## config.mk

```make
export PLATFORM = sky130hd
export DESIGN_NAME = wfss_div
export DESIGN_NICKNAME = d
export VERILOG_FILES = /design/src/sv/wfss_pkg.sv /design/src/sv/wfss_div.sv
export SDC_FILE = /design/constraint.sdc
export NUM_CORES = 1
export LEC_CHECK = 0
export BUFFER_PORTS_ARGS = -buffer_cell sky130_fd_sc_hd__buf_2
export CAP_MARGIN = 40
export CORE_ASPECT_RATIO = 1.2
export CORE_MARGIN = 3
export CORE_UTILIZATION = 63
export CTS_BUF_LIST = sky130_fd_sc_hd__clkbuf_2
export DETAILED_ROUTE_END_ITERATION = 8
export PLACE_DENSITY = 0.87
export SLEW_MARGIN = 20
export SYNTH_ARGS = -nofsm -noshare
export SYNTH_HDL_FRONTEND = slang
export SYNTH_SLANG_ARGS = --single-unit
```

## constraint.sdc

```tcl
create_clock -name clk_i -period 3.9 [get_ports clk_i]
set_input_delay 0.39 -clock clk_i [delete_from_list [all_inputs] [get_ports clk_i]]
set_output_delay 0.39 -clock clk_i [all_outputs]
set_load 0.005 [all_outputs]
```

## src/sv/wfss_pkg.sv

```systemverilog
`default_nettype none
package wfss_pkg;

  localparam int unsigned MAX_PROCS_DEF = 16;
  localparam int unsigned FRAC_BITS_DEF = 16;

  localparam int unsigned TW     = 16;  // time, id and burst fields
  localparam int unsigned PRIO_W = 10;
  localparam int unsigned ST_W   = 3;
  localparam int unsigned VT_W   = 48;
  localparam int unsigned ORD_W  = 32;
  localparam int unsigned IDX_W  = 8;   // covers the largest table
  localparam int unsigned WGT_W  = 31;  // 100 << 24 fits at the widest fraction
  localparam int unsigned PROD_W = TW + WGT_W;

  localparam logic [TW-1:0]   SLICE_RST = 16'd10;
  localparam logic [VT_W-1:0] VT_MAX    = '1;

  localparam logic [ST_W-1:0] ST_ADMIT  = 3'd0;
  localparam logic [ST_W-1:0] ST_FULL   = 3'd1;
  localparam logic [ST_W-1:0] ST_IDLE   = 3'd2;
  localparam logic [ST_W-1:0] ST_RUN    = 3'd3;
  localparam logic [ST_W-1:0] ST_FINISH = 3'd4;

  localparam logic OP_ADMIT = 1'b0;
  localparam logic OP_SCHED = 1'b1;

  typedef struct packed {
    logic              opcode;
    logic [TW-1:0]     proc_id;
    logic [TW-1:0]     burst_time;
    logic [TW-1:0]     arrival_time;
    logic [PRIO_W-1:0] weight_priority;
  } in_t;

  typedef struct packed {
    logic [ST_W-1:0] status;
    logic [TW-1:0]   chosen_id;
    logic [TW-1:0]   start_time;
    logic [TW-1:0]   run_length;
    logic [TW-1:0]   left_after;
    logic [TW-1:0]   turnaround;
    logic [TW-1:0]   ready_wait;
    logic            all_done;
  } out_t;

  // token handed from cell to cell during a pass
  typedef struct packed {
    logic             live;
    logic             has;
    logic [IDX_W-1:0] idx;
    logic [TW-1:0]    id;
    logic [TW-1:0]    left;
    logic [TW-1:0]    burst;
    logic [TW-1:0]    arrival;
    logic [WGT_W-1:0] wgt;
    logic [VT_W-1:0]  vt;
    logic [ORD_W-1:0] order;
    logic [ORD_W-1:0] cnt;
  } tok_t;

  // broadcast to all cells while a pass runs
  typedef struct packed {
    logic             sched;
    logic [TW-1:0]    now;
    logic [TW-1:0]    id;
    logic [TW-1:0]    burst;
    logic [TW-1:0]    arrival;
    logic [WGT_W-1:0] wgt;
  } cmd_t;

  // write-back to the dispatched cell
  typedef struct packed {
    logic             en;
    logic [IDX_W-1:0] idx;
    logic [TW-1:0]    left;
    logic [VT_W-1:0]  vt;
    logic             fin;
    logic [ORD_W-1:0] order;
  } wb_t;

endpackage
`default_nettype wire

```

## src/sv/wfss_div.sv

```systemverilog
`default_nettype none
module wfss_div #(
  parameter int unsigned FRAC_BITS = wfss_pkg::FRAC_BITS_DEF
) (
  input  wire logic                         clk_i,
  input  wire logic                         rst_ni,
  input  wire logic                         start_i,
  input  wire logic [wfss_pkg::PRIO_W-1:0]  prio_i,
  output logic                              done_o,
  output logic [wfss_pkg::WGT_W-1:0]        quot_o
);
  import wfss_pkg::*;

  localparam int unsigned NB = 7 + FRAC_BITS;
  localparam int unsigned CW = $clog2(NB);
  localparam logic [NB-1:0] DIVIDEND = NB'(100) << FRAC_BITS;

  logic              busy_q;
  logic              done_q;
  logic [CW-1:0]     cnt_q;
  logic [PRIO_W-1:0] div_q;
  logic [PRIO_W-1:0] rem_q;
  logic [NB-1:0]     quo_q;
  logic [CW-1:0]     bit_idx;
  logic [PRIO_W:0]   trial;
  logic              ge;

  assign bit_idx = CW'(NB - 1) - cnt_q;
  assign trial   = {rem_q, DIVIDEND[bit_idx]};
  assign ge      = trial >= {1'b0, div_q};

  always_ff @(posedge clk_i or negedge rst_ni) begin
    if (!rst_ni) begin
      busy_q <= 1'b0;
      done_q <= 1'b0;
      cnt_q  <= '0;
    end else begin
      done_q <= 1'b0;
      if (start_i) begin
        busy_q <= 1'b1;
        cnt_q  <= '0;
      end else if (busy_q) begin
        if (cnt_q == CW'(NB - 1)) begin
          busy_q <= 1'b0;
          done_q <= 1'b1;
        end
        cnt_q <= cnt_q + 1'b1;
      end
    end
  end

  always_ff @(posedge clk_i) begin
    if (start_i) begin
      div_q <= (prio_i == '0) ? PRIO_W'(1) : prio_i;
      rem_q <= '0;
      quo_q <= '0;
    end else if (busy_q) begin
      rem_q <= ge ? PRIO_W'(trial - {1'b0, div_q}) : PRIO_W'(trial);
      quo_q <= {quo_q[NB-2:0], ge};
    end
  end

  assign done_o = done_q;
  assign quot_o = WGT_W'(quo_q);

endmodule
`default_nettype wire

```

# == Word level (Yosys, flattened, before mapping) ==
# Memory sizes are Yosys's and may differ from the RTL's.
# Index checks and enable logic that the tools add are counted.
# op_classes
add_sub_neg,3
magnitude_cmp,2
n_eq_ne,1
muxes,10
reduce_logical,2
# ops
operator,n
11-bit by 10-bit >= comparator with 1-bit output,1
10-bit logical NOT,1
10-bit two-way mux,1
5-bit two-way mux,2
10-bit subtractor,1
1-bit two-way mux,7
5-bit by 6-bit less-than comparator with 1-bit output (second input constant),1
5-bit by 1-bit adder with 5-bit output (second input constant),1
5-bit == test (second input constant),1
5-bit subtractor (first input constant),1
2-bit nonzero test,1
# word_totals
regBits,50
romBits,32
inputBits,13
output_inout_bits,32
n_memories,1
# memory_table
memory,words,word_bits,read_ports,rd_clocked_by_memory_dff,write_ports,line,rtl
(no name shown),32,1,1,0,0,wfss_div.sv:29,"assign trial = {rem_q, DIVIDEND[bit_idx]};"

# == Depth between registers and ports, before layout ==
# logic_depth
depth_word,5
mapped_depth,11
ltp_nobuf,11

# == Worst setup path before layout ==
# No wires, ideal clock.
# synth_timing
path_type,reg-to-reg
startpoint,register cnt_q[1]
endpoint,register rem_q[6]
setup_time_ps,92
arrival_ps,2474
setup_slack_ps,1335
stages_incl_launch_ff,12
synth_period_minus_slack_ps,2565
cell_sequence,dfrtp_1 -> ha_1 -> a21oi_1 -> xor2_1 -> o21ai_0 -> ha_1 -> fa_1 -> nand2b_1 -> a21oi_1 -> mux2i_1 -> a211oi_1 -> nor4_1
# synth_via
elab_chain_len,5
elab_cells_between_ends,6
# synth_rtl
item,line,rtl
start: declaration,wfss_div.sv:20,logic [CW-1:0] cnt_q;
start signal: assignment,wfss_div.sv:47,cnt_q <= cnt_q + 1'b1;
5-bit subtractor *,wfss_div.sv:28,assign bit_idx = CW'(NB - 1) - cnt_q;
memory 32 x 1 bit *,--,
1-bit two-way mux (implied by the code) *,wfss_div.sv:29,
10-bit subtractor / 11-bit by 10-bit >= comparator with 1-bit output (equally long branches),"wfss_div.sv:58, wfss_div.sv:30",
10-bit two-way mux *,wfss_div.sv:58,"rem_q <= ge ? PRIO_W'(trial - {1'b0, div_q}) : PRIO_W'(trial);"
end signal: assignment,wfss_div.sv:58,
end: declaration,wfss_div.sv:22,logic [PRIO_W-1:0] rem_q;
# Mark *: on every way between the ends. The rest lies on a longest branch, timed or not. The select of a mux whose other input is x is not followed.
# A chain may end at the register's enable or synchronous reset.

# == Worst setup path in the final report ==
# Ends and elaborated chain as after synthesis.

==> impl_metrics.xml <==
<?xml version="1.0" encoding="UTF-8"?>
<metrics>
  <group name="status">
    <metric name="outcome" unit="">finished, final reports clean</metric>
  </group>
  <group name="yosys">
    <metric name="most_frequent_cells_after_synthesis" unit="">50 x sky130_fd_sc_hd__nor2_1, 33 x sky130_fd_sc_hd__dfxtp_1, 25 x sky130_fd_sc_hd__mux2i_1</metric>
    <metric name="synth_top_cell_area_share" unit="">0.2439</metric>
    <metric name="warnings_from_yosys" unit="">0</metric>
    <metric name="cell_area_after_synthesis" unit="sq um">2709</metric>
    <metric name="yosys.area_share.xor_xnor" unit="">0.03557</metric>
    <metric name="ys_seq_elements" unit="">50</metric>
    <metric name="yosys.cell_types.count" unit="">50</metric>
    <metric name="synthAdderAreaFrac" unit="">0.06282</metric>
    <metric name="async_reset_ff_frac" unit="">0.1400</metric>
    <metric name="netlist_top_cells_area" unit="">sky130_fd_sc_hd__dfxtp_1 24%, sky130_fd_sc_hd__edfxtp_1 11%, sky130_fd_sc_hd__mux2i_1 9.2%, sky130_fd_sc_hd__nor2_1 6.9%, sky130_fd_sc_hd__dfrtp_1 6.5%</metric>
    <metric name="postSynth.topFlopCell" unit="">sky130_fd_sc_hd__dfxtp_1</metric>
    <metric name="synth-edff-count" unit="">10</metric>
    <metric name="synthesis.instances" unit="">292</metric>
    <metric name="seq_area_frac_synth" unit="">0.4194</metric>
    <metric name="post-synth-top-area-cell" unit="">sky130_fd_sc_hd__dfxtp_1</metric>
    <metric name="synth_top_family_by_area" unit="">simple AND/OR/NAND/NOR gates</metric>
    <metric name="multiplexer_share_of_the_synthesized_area" unit="">0.09654</metric>
    <metric name="synth_compound_gate_area_share" unit="">0.1307</metric>
    <metric name="syn_avg_cell_area" unit="sq um">9.277</metric>
    <metric name="synth_most_common_cell" unit="">sky130_fd_sc_hd__nor2_1</metric>
    <metric name="synth-simple-area-share" unit="">0.1746</metric>
  </group>
  <group name="die">
    <metric name="die_area" unit="sq um">5126</metric>
    <metric name="initial_utilization" unit="">0.6713</metric>
    <metric name="die_x" unit="um">65.86</metric>
    <metric name="pin_count" unit="">45</metric>
    <metric name="core_region_area" unit="sq um">4035</metric>
    <metric name="fp.dieH" unit="um">77.83</metric>
    <metric name="std_cell_rows" unit="">25</metric>
  </group>
  <group name="worst_setup_path">
    <metric name="worst-path-max-fanout" unit="">5</metric>
    <metric name="cp_data_required_time" unit="ns">4.28</metric>
    <metric name="worstSetupEndpointType" unit="">register</metric>
    <metric name="critPathArrivalTime" unit="ns">3.34</metric>
    <metric name="worst_setup_path_start_kind" unit="">register</metric>
    <metric name="crit_type" unit="">register to register</metric>
  </group>
  <group name="hold_path">
    <metric name="min-delay-path-class" unit="">primary input to register</metric>
  </group>
  <group name="placement">
    <metric name="gp_routability_congestion" unit="">0.8834</metric>
    <metric name="post-place-cells" unit="">360</metric>
    <metric name="io_buffers" unit="">36</metric>
    <metric name="dp_hpwl" unit="mm">4.016</metric>
  </group>
  <group name="cells_and_area">
    <metric name="flow.area_growth_from_synthesis" unit="%">8.683</metric>
    <metric name="num-fill-cells" unit="">283</metric>
    <metric name="layout.nets" unit="">340</metric>
    <metric name="instances_no_fill" unit="">369</metric>
    <metric name="diodes" unit="">0</metric>
    <metric name="sequential_cell_area" unit="sq um">1137</metric>
    <metric name="drive_above_1_share" unit="">0.1841</metric>
    <metric name="multi_input_area" unit="sq um">1385</metric>
    <metric name="post-route-util" unit="">0.7296</metric>
  </group>
  <group name="detailed_routing">
    <metric name="routed_via_density" unit="">5.789</metric>
    <metric name="top_signal_layer_used" unit="">met4</metric>
    <metric name="met3RoutedLength" unit="um">267</metric>
    <metric name="drtIter0Drc" unit="">175</metric>
    <metric name="ant_nets" unit="">0</metric>
    <metric name="detailedRoute.firstPassIterationCount" unit="">4</metric>
    <metric name="route.met2.wl" unit="mm">3.015</metric>
    <metric name="wirelength_met1" unit="mm">2.189</metric>
    <metric name="avgRoutedWirePerCell" unit="um">15.17</metric>
    <metric name="drcViolationCount" unit="">0</metric>
    <metric name="postRouteWirelength" unit="mm">5.597</metric>
    <metric name="dr_total_vias" unit="">2136</metric>
  </group>
  <group name="global_routing">
    <metric name="grt_overflow_total" unit="">0</metric>
    <metric name="grt_first_pass_wirelength" unit="mm">9.556</metric>
    <metric name="grt_max_degree" unit="">44</metric>
    <metric name="grt_antenna_before_repair" unit="">0</metric>
    <metric name="track_usage" unit="">0.2395</metric>
    <metric name="first_global_vias" unit="">2071</metric>
  </group>
  <group name="timing">
    <metric name="fin_worst_skew" unit="ns">0.01433</metric>
    <metric name="maxSlewViolCount" unit="">0</metric>
    <metric name="worst-slew-pin-transition" unit="ns">0.6422</metric>
    <metric name="period_minus_slack" unit="ns">2.960</metric>
    <metric name="period_utilisation_layout" unit="">0.7590</metric>
    <metric name="max_freq" unit="GHz">0.3378</metric>
    <metric name="grt_setup_unrepaired" unit="">false</metric>
    <metric name="tns" unit="ns">0</metric>
    <metric name="report.final.hold_viol_count" unit="">0</metric>
    <metric name="setup_viol" unit="">0</metric>
    <metric name="timing.max_slew.rel_slack" unit="">0.5719</metric>
  </group>
  <group name="job">
    <metric name="cap_viol_max_count" unit="">0</metric>
  </group>
  <group name="power">
    <metric name="sw_frac_of_total" unit="">0.3809</metric>
    <metric name="gate_power_share" unit="">0.412</metric>
    <metric name="p_leak" unit="nW">1.501</metric>
    <metric name="power_density" unit="nW/um^2">540.4</metric>
    <metric name="clock_share_of_power" unit="">0.181</metric>
    <metric name="power.total" unit="mW">1.591</metric>
    <metric name="power.sequential.fraction" unit="">0.407</metric>
    <metric name="irDropWorstVdd" unit="V">0.0004068</metric>
    <metric name="p_switching" unit="uW">605.9</metric>
    <metric name="internal-power" unit="uW">985.0</metric>
  </group>
  <group name="clock_network">
    <metric name="cts-htree-levels" unit="">2</metric>
    <metric name="cts_root_buffer" unit="">sky130_fd_sc_hd__clkbuf_2</metric>
    <metric name="insertion_delay" unit="ns">0.45</metric>
    <metric name="ctsResizeCount" unit="">0</metric>
    <metric name="cts_made_buffers" unit="">5</metric>
    <metric name="cts_tree" unit="">built</metric>
    <metric name="clock_path_buffers" unit="">2</metric>
    <metric name="register_clock_pin_slew_on_the_reported_worst_setup_and_hold_paths" unit="ns">0.26</metric>
    <metric name="cts_sinks" unit="">50</metric>
  </group>
</metrics>
[logic make-up (layout without fill, tap and decap cells)]
family,count (synthesis),in the layout
AND/OR/NAND/NOR,99,99
flip-flops,50,50
buffers and inverters,47,63
AO/OA/AOI/OAI,45,45
multiplexers,26,26
adder cells (fa/ha/maj),13,13
XOR/XNOR,11,11
other,1,8
[metrics by stage]
| stage | cell area, sq um | setup WS [ns] | hold WS [ns] |
|---|---|---|---|
| 6_report | 2944 | 0.9400 | 0.1208 |
| 5_1_grt | 2944 | 0.7137 | 0.08560 |
| 4_1_cts | 2944 | 0.9363 | 0.1022 |
| 3_3_place_gp | 2841 | 1.191 | 0.2265 |
| 3_5_place_dp | 2861 | 1.111 | 0.2329 |
| 2_1_floorplan | 2735 | 1.335 | 0.09441 |
[timing repair]
action	4_1_cts	5_1_grt
endpoints found under the setup margin	0	0
hold buffers	1	0
setup buffers	0	0
endpoints found under the hold margin	7	0
[cells in the final DEF (no fill, tap or decap), types with 4 or more instances in the layout]
cell type	count
sky130_fd_sc_hd__nand3_1	4
sky130_fd_sc_hd__edfxtp_1	10
sky130_fd_sc_hd__inv_1	15
sky130_fd_sc_hd__nand4_1	7
sky130_fd_sc_hd__nand2b_1	4
sky130_fd_sc_hd__dfrtp_1	6
sky130_fd_sc_hd__dfxtp_1	33
sky130_fd_sc_hd__nor2_1	50
sky130_fd_sc_hd__buf_2	36
sky130_fd_sc_hd__a21o_1	4
sky130_fd_sc_hd__xor2_1	6
sky130_fd_sc_hd__a31oi_1	4
sky130_fd_sc_hd__conb_1	8
sky130_fd_sc_hd__a211oi_1	5
sky130_fd_sc_hd__nand2_1	14
sky130_fd_sc_hd__ha_1	12
sky130_fd_sc_hd__a21oi_1	6
sky130_fd_sc_hd__clkbuf_2	5
sky130_fd_sc_hd__o21ai_0	6
sky130_fd_sc_hd__xnor2_1	5
sky130_fd_sc_hd__mux2i_1	25
[sequential cells by signal, summed over array words and instances (netlist names)]
register  flops
quo_q        23
div_q        10
rem_q        10
cnt_q         5
busy_q        1
done_o        1
[final timing paths]
check | start | endpoint | slack, ns | depth (start not counted)
setup / recovery | cnt_q[1] | rem_q[6] | 0.94 | 11
hold / removal | prio_i[7] | div_q[7] | 0.12 | 1
setup reg to reg | cnt_q[1] | rem_q[6] | 0.94 | 11
hold reg to reg | rem_q[6] | rem_q[7] | 0.52 | 2
max in group asynchronous | rst_ni | busy_q | 3.49 | 2
min in group asynchronous | rst_ni | cnt_q[1] | 0.25 | 2
[power by group through the flow]
stage | clock [mW] | sequential (mW) | combinational (mW)
detailed placement | 0 | 0.657 | 0.638
global route | 0.312 | 0.654 | 0.723
finish | 0.288 | 0.647 | 0.655
floorplan | 0 | 0.638 | 0.512
global placement | 0 | 0.654 | 0.612
CTS | 0.293 | 0.646 | 0.646
[area by class of cell]
type                       count  area share
clock buffer                   5    0.008500
multi-input combinational    202      0.4705
tap                           54     0.02295
sequential                    50      0.3863
clock inverter                 3     0.01615
timing repair buffer          40     0.07650
inverter                      15     0.01912
[metal layers]
| layer | vias up | track usage |
|---|---|---|
| li1 | 1042 | - |
| met1 | 1017 | 0.2907 |
| met2 | 67 | 0.4152 |
| met3 | 10 | 0.04197 |
| met4 | 0 | 0.08921 |
| met5 | - | 0 |
[worst max-delay path, cell delays in order, from the launching register on]
cell and delay (ns):
sky130_fd_sc_hd__dfrtp_1 0.50, sky130_fd_sc_hd__ha_1 0.27, sky130_fd_sc_hd__a21oi_1 0.18, sky130_fd_sc_hd__xor2_1 0.18, sky130_fd_sc_hd__o21ai_0 0.16, sky130_fd_sc_hd__ha_1 0.24
sky130_fd_sc_hd__fa_1 0.42, sky130_fd_sc_hd__nand2b_1 0.18, sky130_fd_sc_hd__a21oi_1 0.23, sky130_fd_sc_hd__mux2i_1 0.22, sky130_fd_sc_hd__a211oi_1 0.07, sky130_fd_sc_hd__nor4_1 0.22
No activity file was read; power rests on OpenSTA's default activity.
