===== src/sv/wfss_pkg.sv =====
`default_nettype none
package wfss_pkg;

  localparam int unsigned MAX_PROCS_DEF = 16;
  localparam int unsigned FRAC_BITS_DEF = 16;

  localparam int unsigned TW     = 16;  // time, id and burst fields
  localparam int unsigned PRIO_W = 10;
  localparam int unsigned ST_W   = 3;
  localparam int unsigned VT_W   = 48;
  localparam int unsigned ORD_W  = 32;
  localparam int unsigned IDX_W  = 8;   // covers the largest table
  localparam int unsigned WGT_W  = 31;  // 100 << 24 fits at the widest fraction
  localparam int unsigned PROD_W = TW + WGT_W;

  localparam logic [TW-1:0]   SLICE_RST = 16'd10;
  localparam logic [VT_W-1:0] VT_MAX    = '1;

  localparam logic [ST_W-1:0] ST_ADMIT  = 3'd0;
  localparam logic [ST_W-1:0] ST_FULL   = 3'd1;
  localparam logic [ST_W-1:0] ST_IDLE   = 3'd2;
  localparam logic [ST_W-1:0] ST_RUN    = 3'd3;
  localparam logic [ST_W-1:0] ST_FINISH = 3'd4;

  localparam logic OP_ADMIT = 1'b0;
  localparam logic OP_SCHED = 1'b1;

  typedef struct packed {
    logic              opcode;
    logic [TW-1:0]     proc_id;
    logic [TW-1:0]     burst_time;
    logic [TW-1:0]     arrival_time;
    logic [PRIO_W-1:0] weight_priority;
  } in_t;

  typedef struct packed {
    logic [ST_W-1:0] status;
    logic [TW-1:0]   chosen_id;
    logic [TW-1:0]   start_time;
    logic [TW-1:0]   run_length;
    logic [TW-1:0]   left_after;
    logic [TW-1:0]   turnaround;
    logic [TW-1:0]   ready_wait;
    logic            all_done;
  } out_t;

  // token handed from cell to cell during a pass
  typedef struct packed {
    logic             live;
    logic             has;
    logic [IDX_W-1:0] idx;
    logic [TW-1:0]    id;
    logic [TW-1:0]    left;
    logic [TW-1:0]    burst;
    logic [TW-1:0]    arrival;
    logic [WGT_W-1:0] wgt;
    logic [VT_W-1:0]  vt;
    logic [ORD_W-1:0] order;
    logic [ORD_W-1:0] cnt;
  } tok_t;

  // broadcast to all cells while a pass runs
  typedef struct packed {
    logic             sched;
    logic [TW-1:0]    now;
    logic [TW-1:0]    id;
    logic [TW-1:0]    burst;
    logic [TW-1:0]    arrival;
    logic [WGT_W-1:0] wgt;
  } cmd_t;

  // write-back to the dispatched cell
  typedef struct packed {
    logic             en;
    logic [IDX_W-1:0] idx;
    logic [TW-1:0]    left;
    logic [VT_W-1:0]  vt;
    logic             fin;
    logic [ORD_W-1:0] order;
  } wb_t;

endpackage
`default_nettype wire


===== src/sv/wfss_cell.sv =====
`default_nettype none
module wfss_cell #(
  parameter int unsigned IDX = 0
) (
  input  wire logic           clk_i,
  input  wire logic           rst_ni,
  input  wire wfss_pkg::cmd_t cmd_i,
  input  wire wfss_pkg::wb_t  wb_i,
  input  wire wfss_pkg::tok_t tok_i,
  output wfss_pkg::tok_t      tok_o
);
  import wfss_pkg::*;

  localparam logic [IDX_W-1:0] MY_IDX = IDX_W'(IDX);

  logic             used_q, ready_q;
  logic [TW-1:0]    id_q, left_q, burst_q, arr_q;
  logic [WGT_W-1:0] wgt_q;
  logic [VT_W-1:0]  vt_q;
  logic [ORD_W-1:0] ord_q;
  logic             live_q;
  tok_t             tok_q, tok_d;

  logic             arrive, claim, better, rdy_eff, wb_hit;
  logic [ORD_W-1:0] ord_eff;

  assign arrive  = tok_i.live && cmd_i.sched && used_q && !ready_q && (arr_q <= cmd_i.now);
  assign claim   = tok_i.live && !cmd_i.sched && !tok_i.has && !used_q;
  assign ord_eff = arrive ? tok_i.cnt : ord_q;
  assign rdy_eff = ready_q | arrive;
  assign better  = used_q && rdy_eff &&
                   (!tok_i.has || (vt_q < tok_i.vt) ||
                    ((vt_q == tok_i.vt) && (ord_eff < tok_i.order)));
  assign wb_hit  = wb_i.en && (wb_i.idx == MY_IDX);

  always_comb begin
    tok_d     = tok_i;
    tok_d.cnt = tok_i.cnt + ORD_W'(arrive);
    if (cmd_i.sched && better) begin
      tok_d.has     = 1'b1;
      tok_d.idx     = MY_IDX;
      tok_d.id      = id_q;
      tok_d.left    = left_q;
      tok_d.burst   = burst_q;
      tok_d.arrival = arr_q;
      tok_d.wgt     = wgt_q;
      tok_d.vt      = vt_q;
      tok_d.order   = ord_eff;
    end
    if (claim) begin
      tok_d.has = 1'b1;
      tok_d.idx = MY_IDX;
    end
  end

  always_ff @(posedge clk_i or negedge rst_ni) begin
    if (!rst_ni) begin
      used_q  <= 1'b0;
      ready_q <= 1'b0;
      live_q  <= 1'b0;
    end else begin
      live_q <= tok_d.live;
      if (claim) begin
        used_q  <= 1'b1;
        ready_q <= 1'b0;
      end else if (arrive) begin
        ready_q <= 1'b1;
      end else if (wb_hit && wb_i.fin) begin
        used_q  <= 1'b0;
        ready_q <= 1'b0;
      end
    end
  end

  always_ff @(posedge clk_i) begin
    tok_q <= tok_d;
    if (claim) begin
      id_q    <= cmd_i.id;
      left_q  <= cmd_i.burst;
      burst_q <= cmd_i.burst;
      arr_q   <= cmd_i.arrival;
      wgt_q   <= cmd_i.wgt;
      vt_q    <= '0;
      ord_q   <= '0;
    end else if (arrive) begin
      ord_q <= tok_i.cnt;
    end else if (wb_hit) begin
      left_q <= wb_i.left;
      vt_q   <= wb_i.vt;
      if (!wb_i.fin) begin
        ord_q <= wb_i.order;
      end
    end
  end

  always_comb begin
    tok_o      = tok_q;
    tok_o.live = live_q;
  end

endmodule
`default_nettype wire


===== config.mk =====
export PLATFORM = sky130hd
export DESIGN_NAME = wfss_cell
export DESIGN_NICKNAME = d
export VERILOG_FILES = /design/src/sv/wfss_pkg.sv /design/src/sv/wfss_cell.sv
export SDC_FILE = /design/constraint.sdc
export NUM_CORES = 1
export LEC_CHECK = 0
export BUFFER_PORTS_ARGS = -buffer_cell sky130_fd_sc_hd__buf_2
export CORE_AREA = 2 2 247 249
export CTS_BUF_LIST = sky130_fd_sc_hd__clkbuf_16
export DETAILED_ROUTE_END_ITERATION = 10
export DIE_AREA = 0 0 249 251
export PLACE_DENSITY = 0.5
export SLEW_MARGIN = 20
export SYNTH_ARGS = -nofsm -noshare
export SYNTH_HDL_FRONTEND = slang
export SYNTH_SLANG_ARGS = --single-unit

===== constraint.sdc =====
create_clock -name clk_i -period 5.35 [get_ports clk_i]
set_input_delay 0.535 -clock clk_i [delete_from_list [all_inputs] [get_ports clk_i]]
set_output_delay 0.535 -clock clk_i [all_outputs]
set_load 0.01 [all_outputs]

== After elaboration in Yosys (flattened, before gate mapping) ==
Index checks and enable logic that the tools add are counted.

* Register bits: 394
* Input port bits: 421
* Output and inout port bits: 217
* Word-level logic and storage cells: 71

* Add/sub/neg operators: 1
* Magnitude comparators: 3
* Equality and inequality tests: 3
* Muxes and demuxes: 13
* Bitwise gates (word level): 2
* Reductions and logical operators: 29

{| class="wikitable"
|+ Operator list
! kind !! number
|-
| $mux W175 || 1
|-
| $mux W32 || 4
|-
| $eq A48 B48 Y1 || 1
|-
| $lt A48 B48 Y1 || 1
|-
| $mux W16 || 3
|-
| $add A32 B1 Y32 || 1
|-
| $lt A32 B32 Y1 || 1
|-
| $le A16 B16 Y1 || 1
|-
| $logic_and A1 B1 Y1 || 13
|-
| $logic_not A8 Y1 || 1
|-
| $reduce_and A2 Y1 || 4
|-
| $reduce_bool A2 Y1 || 3
|-
| $mux W1 || 5
|-
| $logic_not A1 Y1 || 4
|-
| $ne A2 B1 Y1 const B || 2
|-
| $reduce_bool A3 Y1 || 1
|-
| $logic_or A1 B1 Y1 || 2
|-
| $reduce_or A2 Y1 || 1
|-
| $not A1 Y1 || 1
|-
| $or A1 B1 Y1 || 1
|}

== Longest topological paths before layout ==
Gate-level depths: netlist (run 1).

* Depth in word-level cells: 11
* Gate-level depth with buffers: 20
* Depth with buffers taken out: 17

== Worst setup path before layout (run 1) ==
No wires, ideal clock.

* Kind: input to register
* Start: in cmd_i[94] (netlist bit)
* End: reg tok_q, in the netlist tok_o[100]
* Setup time: 121 ps
* Arrival: 4,782 ps
* Required time: 5,229 ps
* Slack: 447 ps
* Stages: 20
* Buffers on the path: 3
* Path through: inv_1 -> ha_1 -> nand4_2 -> o21bai_1 -> or4_1 -> or3_4 -> nand2_1 -> clkbuf_1 -> mux2_2 -> ha_1 -> o21ai_0 -> nor2_1 -> o221ai_1 -> a311oi_1 -> or4b_1 -> nor2_1 -> a21oi_4 -> buf_6 -> buf_6 -> mux2_4

{| class="wikitable"
|+ RTL lines
! what !! RTL line !! text
|-
| from (decl) || wfss_cell.sv:7 || <nowiki>input wire wfss_pkg::cmd_t cmd_i,</nowiki>
|-
| to (signal assigned) || wfss_cell.sv:76 || <nowiki>tok_q <= tok_d;</nowiki>
|-
| to (decl) || wfss_cell.sv:22 || <nowiki>tok_t tok_q, tok_d;</nowiki>
|}

==> results of run 1 <==
-- what timing repair did --
item / in CTS / in global routing
setup endpoints to repair: 183 / 174
hold endpoints to repair: 3 / 0
gates resized for setup: 14 / 11
hold buffers: 1 / 0
cloned: 3 / 0
buffers inserted: 3 / 2
pin swaps: 2 / 4
-- per-layer routing --
layer	up-vias	global-route usage (%)	part of all wire, %
met4	20	4.95	2.2
li1	6292	-	-
met3	91	5.06	7.0
met5	-	0	0.23
met2	451	31.3	50
met1	6273	20.5	40
-- how the worst min path moves through the flow --
stage | startpoint | to | slack [ns]
5_1_grt | tok_i[216] | live_q | 0.09
2_1_floorplan | rst_ni | live_q | 0.24
6_report | tok_i[216] | live_q | 0.12
3_5_place_dp | rst_ni | ready_q | 0.34
4_1_cts | tok_i[216] | live_q | 0.07
3_3_place_gp | rst_ni | ready_q | 0.34
-- per-stage QoR --
step | worst slack (ns) | std cells | setup TNS, ns | total power [W] | cell area (sq um)
6_report | 0.185 | 2900 | 0 | 0.00909 | 22800
5_1_grt | -0.000197 | 2896 | -0.000375 | 0.00954 | 22800
4_1_cts | 0.0104 | 2889 | 0 | 0.00920 | 22700
3_5_place_dp | -0.578 | 2797 | -82.29 | 0.00602 | 21000
3_3_place_gp | -0.493 | 2797 | -66.62 | 0.00599 | 21000
2_1_floorplan | 0.447 | 1385 | 0 | 0.00513 | 16700
-- Yosys cell counts (3+ instances only) --
master / number / share of area (%)
a211oi_1: 7 / 0.32
a21o_1: 5 / 0.23
a21oi_1: 78 / 2.3
a222oi_1: 31 / 1.9
a31oi_1: 3 / 0.11
and3_1: 13 / 0.49
and4_1: 5 / 0.26
buf_2: 7 / 0.21
buf_6: 19 / 1.3
clkbuf_1: 31 / 0.70
dfrtp_1: 3 / 0.45
dfxtp_1: 296 / 36
edfxtp_1: 95 / 17
ha_1: 97 / 7.3
inv_1: 98 / 2.2
mux2_2: 36 / 2.4
mux2_4: 170 / 15
nand2_1: 178 / 4.0
nand3_1: 20 / 0.60
nand4_1: 31 / 1.2
nor2_1: 61 / 1.4
nor2b_1: 6 / 0.23
nor3_1: 7 / 0.21
o21ai_0: 15 / 0.45
o31ai_1: 3 / 0.14
xnor2_1: 24 / 1.3
xor2_1: 6 / 0.32
-- sequential cells by signal, indices dropped and copies added (netlist names) --
register and cells:
ord_q 32, vt_q 48, used_q 1, arr_q 16, ready_q 1, burst_q 16
id_q 16, left_q 16, live_q 1, tok_o 216, wgt_q 31
-- cell families after synthesis --
| kind of cell | synth area share, % |
|---|---|
| xor+xnor | 1.58 |
| compound gates | 6.42 |
| buf+inv | 4.51 |
| mux | 17.8 |
| flops | 53.1 |
| simple gates | 9.25 |
| fa+ha+maj | 7.28 |
-- worst max-delay path: cells and delay by family (launching register included) --
| kind | cells | cell delay [ns] |
|---|---|---|
| AND/OR/NAND/NOR | 6 | 1.82 |
| buffers and inverters | 4 | 0.64 |
| flip-flops | 1 | 0.45 |
| multiplexers | 2 | 0.66 |
| AO/OA/AOI/OAI | 6 | 0.90 |
| adder cells (fa/ha/maj) | 2 | 0.56 |
-- power by group through the flow --
stage / Clock [W] / Combinational (W) / Sequential [W]
final: 0.00307 / 0.00236 / 0.00366
after global routing: 0.00329 / 0.00255 / 0.00371
after CTS: 0.00316 / 0.00237 / 0.00367
after detailed placement: 0 / 0.00230 / 0.00373
after global placement: 0 / 0.00227 / 0.00372
after floorplan: 0 / 0.00129 / 0.00384
-- final cells by class --
| cell class | instances | area (sq um) | area share, % |
|---|---|---|---|
| inverters | 99 | 377 | 1.65 |
| flip-flops and latches | 394 | 8850 | 38.8 |
| multi-input cells | 832 | 7210 | 31.6 |
| diodes | 9 | 22.5 | 0.0988 |
| clock buffers | 49 | 1230 | 5.38 |
| repair buffers | 699 | 3870 | 17.0 |
| clock inverters | 36 | 256 | 1.12 |
| well taps | 782 | 978 | 4.29 |
==> flow_summary.json, run 1 <==
{
  "crit_start": "arr_q[12]",
  "path_class": "flip-flop to flip-flop",
  "wl_per_cell_um": 19.8,
  "antenna_found_initial": 23,
  "dp.final_hpwl_um": 44700,
  "avgSynthCellArea_sq_um": 12.0,
  "ys_types": 56,
  "reg2reg_from": "arr_q[12]",
  "p_comb_share_pct": 25.9,
  "cts_sinks": 394,
  "vias": 13127,
  "layout_min_cycle_time_ns": 5.16,
  "drt-initial-drc-count": 606,
  "slowest_delay_ns": 0.57,
  "clockBufferDepth": 3,
  "grt_pass1_wl_um": 83100,
  "syn-num-nets": 1903,
  "grt-ovfl-total": 0,
  "ys_seq_elements": 394,
  "area_growth_syn_to_layout_pct": 36.9,
  "cpMostUsedCell": "buf_12",
  "synthCells": 1385,
  "avgViaCountPerCell": 4.53,
  "die_h_um": 251,
  "coreArea_sq_mm": 0.0598,
  "numCtsBuffers": 46,
  "yosysSeqAreaShare_pct": 53.1,
  "final_util_pct": 38.1,
  "path_cells": "ha_4 > nand4_4 > o21bai_2 > or4_1 > or3_4 > nand2_8 > buf_12 > mux2_2 > ha_1 > a211oi_1 > o21bai_1 > a21oi_1 > a311oi_2 > or4b_4 > nor2_4 > a21oi_4 > buf_12 > buf_12 > buf_4 > mux2_4",
  "hold_depth": 1,
  "seqPwrFrac_pct": 40.3,
  "r2r-end": "tok_o[197]",
  "syn-cell-area_sq_mm": 0.0167,
  "ys.flop_type": "dfxtp_1",
  "cts_tree": "yes",
  "hold_violations": 0,
  "async_flop_share_pct": 0.761,
  "p_int_w": 0.00655,
  "synth-edff-count": 95,
  "mostFrequentLayoutCells": "buf_2, dfxtp_1, nand2_1",
  "cp.required_ns": 5.80,
  "reg2reg_setup_slack_ns": 0.19,
  "rows": 90,
  "max_freq_ghz": 0.194,
  "port_buffers": 637,
  "drt_wl_total_um": 57500,
  "outcome": "completed",
  "fill_cells": 5968,
  "drive_gt1_share_pct": 47.4,
  "ant_nets": 0,
  "slowest_stage": "or4b_4",
  "netSwitchingFraction_pct": 28.0,
  "ys_warn_count": 0,
  "max-vdd-ir-drop_uv": 254,
  "p_sw_w": 0.00254,
  "initial_utilization_pct": 27.9,
  "maxCapViolations": 0,
  "grt_use_total_pct": 17.6,
  "clkTransAtPathRegs_ns": 0.06,
  "grt_pass1_vias": 13244,
  "clkLatencyLatePin_ns": 0.57,
  "worst_hold_slack_ns": 0.121,
  "clock-skew-final_ns": 0.0145,
  "p_per_area_mw_per_mm2": 399,
  "start_kind": "flip-flop",
  "dieWidth_um": 249,
  "r2r_cells": 20,
  "routabilityCongestion": 0.822,
  "p_leak_nw": 11.1,
  "die-area_sq_mm": 0.0625,
  "layout.nets": 2590,
  "endpoint_kind": "flip-flop",
  "endpoint": "tok_o[197]",
  "clock_power_share_pct": 33.8,
  "grt_start_max_net_pins": 78,
  "hp-class": "input port to flip-flop",
  "drc": 0,
  "ioPinCount": 638,
  "drtPass1Iterations": 6,
  "setup_viol": 0,
  "fin_crit_sh_pct": 96.5,
  "final_common_cell": "buf_2",
  "arrival_ns": 5.62,
  "worstMarginPinSlew_ns": 0.920,
  "cts_root_buf": "clkbuf_16",
  "slew_viol_final": 0,
  "maxSlewHeadroom_pct": 38.5,
  "critical_path.max_fanout": 14,
  "cts.htree.levels": 2
}
Power figures use the tool's default switching activity.
==> run 2, diff against run 1 <==
--- a/config.mk
+++ b/config.mk
@@ -5,12 +5,14 @@
 export SDC_FILE = /design/constraint.sdc
 export NUM_CORES = 1
 export LEC_CHECK = 0
+export ABC_AREA = 1
 export BUFFER_PORTS_ARGS = -buffer_cell sky130_fd_sc_hd__buf_2
-export CORE_AREA = 2 2 247 249
+export CORE_AREA = 2 2 245 247
 export CTS_BUF_LIST = sky130_fd_sc_hd__clkbuf_16
+export CTS_CLUSTER_DIAMETER = 150
 export DETAILED_ROUTE_END_ITERATION = 10
-export DIE_AREA = 0 0 249 251
-export PLACE_DENSITY = 0.5
+export DIE_AREA = 0 0 247 249
+export PLACE_DENSITY = 0.51
 export SLEW_MARGIN = 20
 export SYNTH_ARGS = -nofsm -noshare
 export SYNTH_HDL_FRONTEND = slang
==> flow_summary.json, run 2 <==
{
  "fin_cells": 3359,
  "clock_power_share_pct": 37.5,
  "ys_types": 36,
  "ys.flop_type": "dfxtp_1",
  "cts_root_buf": "clkbuf_16",
  "coreArea_sq_mm": 0.0587,
  "avgSynthCellArea_sq_um": 8.53,
  "syn-num-nets": 2437,
  "ys_seq_elements": 394,
  "fill_cells": 6164,
  "hold_depth": 1,
  "synthMuxAreaShare_pct": 0,
  "async_flop_share_pct": 0.761,
  "r2r_cells": 22,
  "dp.final_hpwl_um": 45500,
  "drt_wl_total_um": 60800,
  "slowest_stage": "edfxtp_1",
  "outcome": "completed",
  "hold_violations": 0,
  "clock-skew-final_ns": 0.0227,
  "avgViaCountPerCell": 4.52,
  "hp-class": "input port to flip-flop",
  "vias": 15191,
  "seqPwrFrac_pct": 42.5,
  "grt_pass1_wl_um": 89400,
  "critical_path.max_fanout": 68,
  "final_common_cell": "buf_2",
  "p_sw_w": 0.00245,
  "max-vdd-ir-drop_uv": 223,
  "maxSlewHeadroom_pct": 9.10,
  "drc": 0,
  "layout_min_cycle_time_ns": 4.64,
  "fin_crit_sh_pct": 86.7,
  "max_freq_ghz": 0.216,
  "worstMarginPinSlew_ns": 1.36,
  "synth_xor_xnor_area_share_pct": 1.55,
  "cts.htree.levels": 2,
  "synth_top_area_share_pct": 36.2,
  "cts_sinks": 394,
  "maxCapViolations": 0,
  "syn-cell-area_sq_mm": 0.0164,
  "grt_start_max_net_pins": 176,
  "p_per_area_mw_per_mm2": 382,
  "largest_reg_flops": 216,
  "yosys.area_share.simple_pct": 25.0,
  "p_leak_nw": 11.3,
  "netSwitchingFraction_pct": 29.4,
  "grt-ovfl-total": 0,
  "fin_setup_tns_ns": 0,
  "place_inst": 3253,
  "initial_utilization_pct": 27.9,
  "yosys-top-cells-count": "nand2_1, dfxtp_1, nand3_1",
  "slew_viol_final": 0,
  "reg2reg_setup_slack_ns": 0.71,
  "synth_area_leaders": "dfxtp_1, edfxtp_1, nand2_1",
  "synth_largest_area_cell": "dfxtp_1",
  "ys_warn_count": 0,
  "die-area_sq_mm": 0.0615,
  "path_cells": "ha_1 > nand2_1 > nor3_2 > nand3_1 > nand2_1 > nand2_2 > inv_2 > buf_4 > nand2_1 > nand2_1 > ha_1 > a21oi_1 > o21ai_0 > nand2_1 > o311ai_0 > nor4_1 > nand2_1 > nand2_8 > nand2_8 > buf_12 > nand2_1 > nand2_1",
  "synth_top_family_by_area": "simple AND/OR/NAND/NOR gates",
  "ioPinCount": 638,
  "reg2reg_from": "arr_q[15]",
  "rows": 89,
  "arrival_ns": 5.10,
  "clkTransAtPathRegs_ns": 0.06,
  "cp.required_ns": 5.81,
  "port_buffers": 637,
  "yosysSeqAreaShare_pct": 54.1,
  "grt_use_total_pct": 18.9,
  "layout.nets": 3048,
  "numCtsBuffers": 47,
  "synth_compound_area_share_pct": 5.61,
  "dieWidth_um": 247,
  "ant_nets": 0,
  "grt_pass1_vias": 15192,
  "post_cts_resized": 0,
  "die_h_um": 249,
  "start_kind": "flip-flop",
  "synthAdderAreaFrac_pct": 7.41,
  "mostFrequentLayoutCells": "buf_2, nand2_1, dfxtp_1",
  "drtPass1Iterations": 5,
  "hold_path_end": "wgt_q[23]",
  "path_class": "flip-flop to flip-flop",
  "p_comb_share_pct": 20.0,
  "area_growth_syn_to_layout_pct": 33.4,
  "synthCells": 1919,
  "cts_tree": "yes",
  "clkLatencyLatePin_ns": 0.58,
  "worstHoldStart": "cmd_i[23]",
  "p_int_w": 0.00589,
  "slowest_delay_ns": 0.42,
  "synth-edff-count": 95,
  "drt-initial-drc-count": 738,
  "cpMostUsedCell": "nand2_1",
  "rsz0062_at_grt": "false",
  "clockBufferDepth": 3,
  "ctsHoldBuffers": 1,
  "yosysMostFrequentCell": "nand2_1",
  "endpoint_kind": "flip-flop",
  "wl_per_cell_um": 18.1,
  "post_cts_buffers": 0,
  "routabilityCongestion": 0.884,
  "setup_viol": 0,
  "antenna_found_initial": 28,
  "drive_gt1_share_pct": 28.6,
  "r2r-end": "tok_o[108]"
}
==> run 2: changes by cell type after synthesis, moves of 14 or more <==
| cell | before | now |
|---|---|---|
| nand3_1 | 20 | 196 |
| nand4_1 | 31 | 14 |
| o21ai_0 | 15 | 83 |
| a222oi_1 | 31 | 0 |
| xor2_1 | 6 | 20 |
| clkbuf_1 | 31 | 50 |
| inv_1 | 98 | 141 |
| nor2_1 | 61 | 168 |
| xnor2_1 | 24 | 9 |
| mux2_4 | 170 | 0 |
| nand2_1 | 178 | 582 |
| mux2_2 | 36 | 0 |
==> run 2: logic make-up after synthesis <==
group	after synthesis
xor gates and xnor gates	29
DFF	394
adders and majority gates	97
AOI/OAI and AO/OA	173
buffers and inverters	235
and+or+nand+nor	991
==> run 2: worst max-delay path by stage <==
stage	from	to	cells after the start	slack, ns
floorplan	cmd_i[95]	arr_q[0]	2	1.45
global placement	cmd_i[94]	tok_o[71]	24	0.42
detailed placement	cmd_i[92]	tok_o[112]	25	0.41
CTS	arr_q[15]	tok_o[108]	22	0.63
global route	arr_q[9]	tok_o[127]	25	0.23
finish	arr_q[15]	tok_o[108]	22	0.71
==> run 2: critical path, delay by kind of cell (launching register included) <==
| kind | cells | cell delay (ns) |
|---|---|---|
| flip-flops | 1 | 0.42 |
| AO/OA/AOI/OAI | 3 | 0.43 |
| AND/OR/NAND/NOR | 14 | 2.09 |
| adder cells (fa/ha/maj) | 2 | 0.57 |
| buffers and inverters | 3 | 0.88 |
==> run 2: cell type report <==
type	instances	area, sq um	share of cell area [%]
diodes	17	42.5	0.195
clock buffers	48	1200	5.50
repair buffers	654	3390	15.5
inverters	143	537	2.46
well taps	773	967	4.43
flip-flops and latches	394	8850	40.6
multi-input cells	1290	6540	29.9
clock inverters	40	304	1.39
==> run 2: layer usage <==
layer | track usage [%] | wire length (um) | vias to the layer above
met5 | 0 | 107 | -
met4 | 5.66 | 1410 | 18
met3 | 5.42 | 4930 | 104
met2 | 33.4 | 30000 | 500
met1 | 22.0 | 24300 | 7062
li1 | - | - | 7507
==> run 2: metrics by stage <==
stage	hold WS, ns	power, W	setup slack, ns	utilization, %	instance area, sq um
floorplan	0.239	0.00456	1.45	-	16400
global placement	0.348	0.00525	0.424	34.6	20300
detailed placement	0.350	0.00528	0.412	34.6	20300
CTS	0.0934	0.00844	0.633	37.1	21800
global route	0.0990	0.00878	0.234	37.2	21800
finish	0.136	0.00834	0.710	37.2	21800
==> run 2: power by group through the flow <==
stage	clock network [W]	registers, W	logic (W)
2_1_floorplan	0	0.00370	0.000868
3_3_place_gp	0	0.00360	0.00165
3_5_place_dp	0	0.00361	0.00167
4_1_cts	0.00321	0.00355	0.00168
5_1_grt	0.00332	0.00358	0.00189
6_report	0.00313	0.00354	0.00167
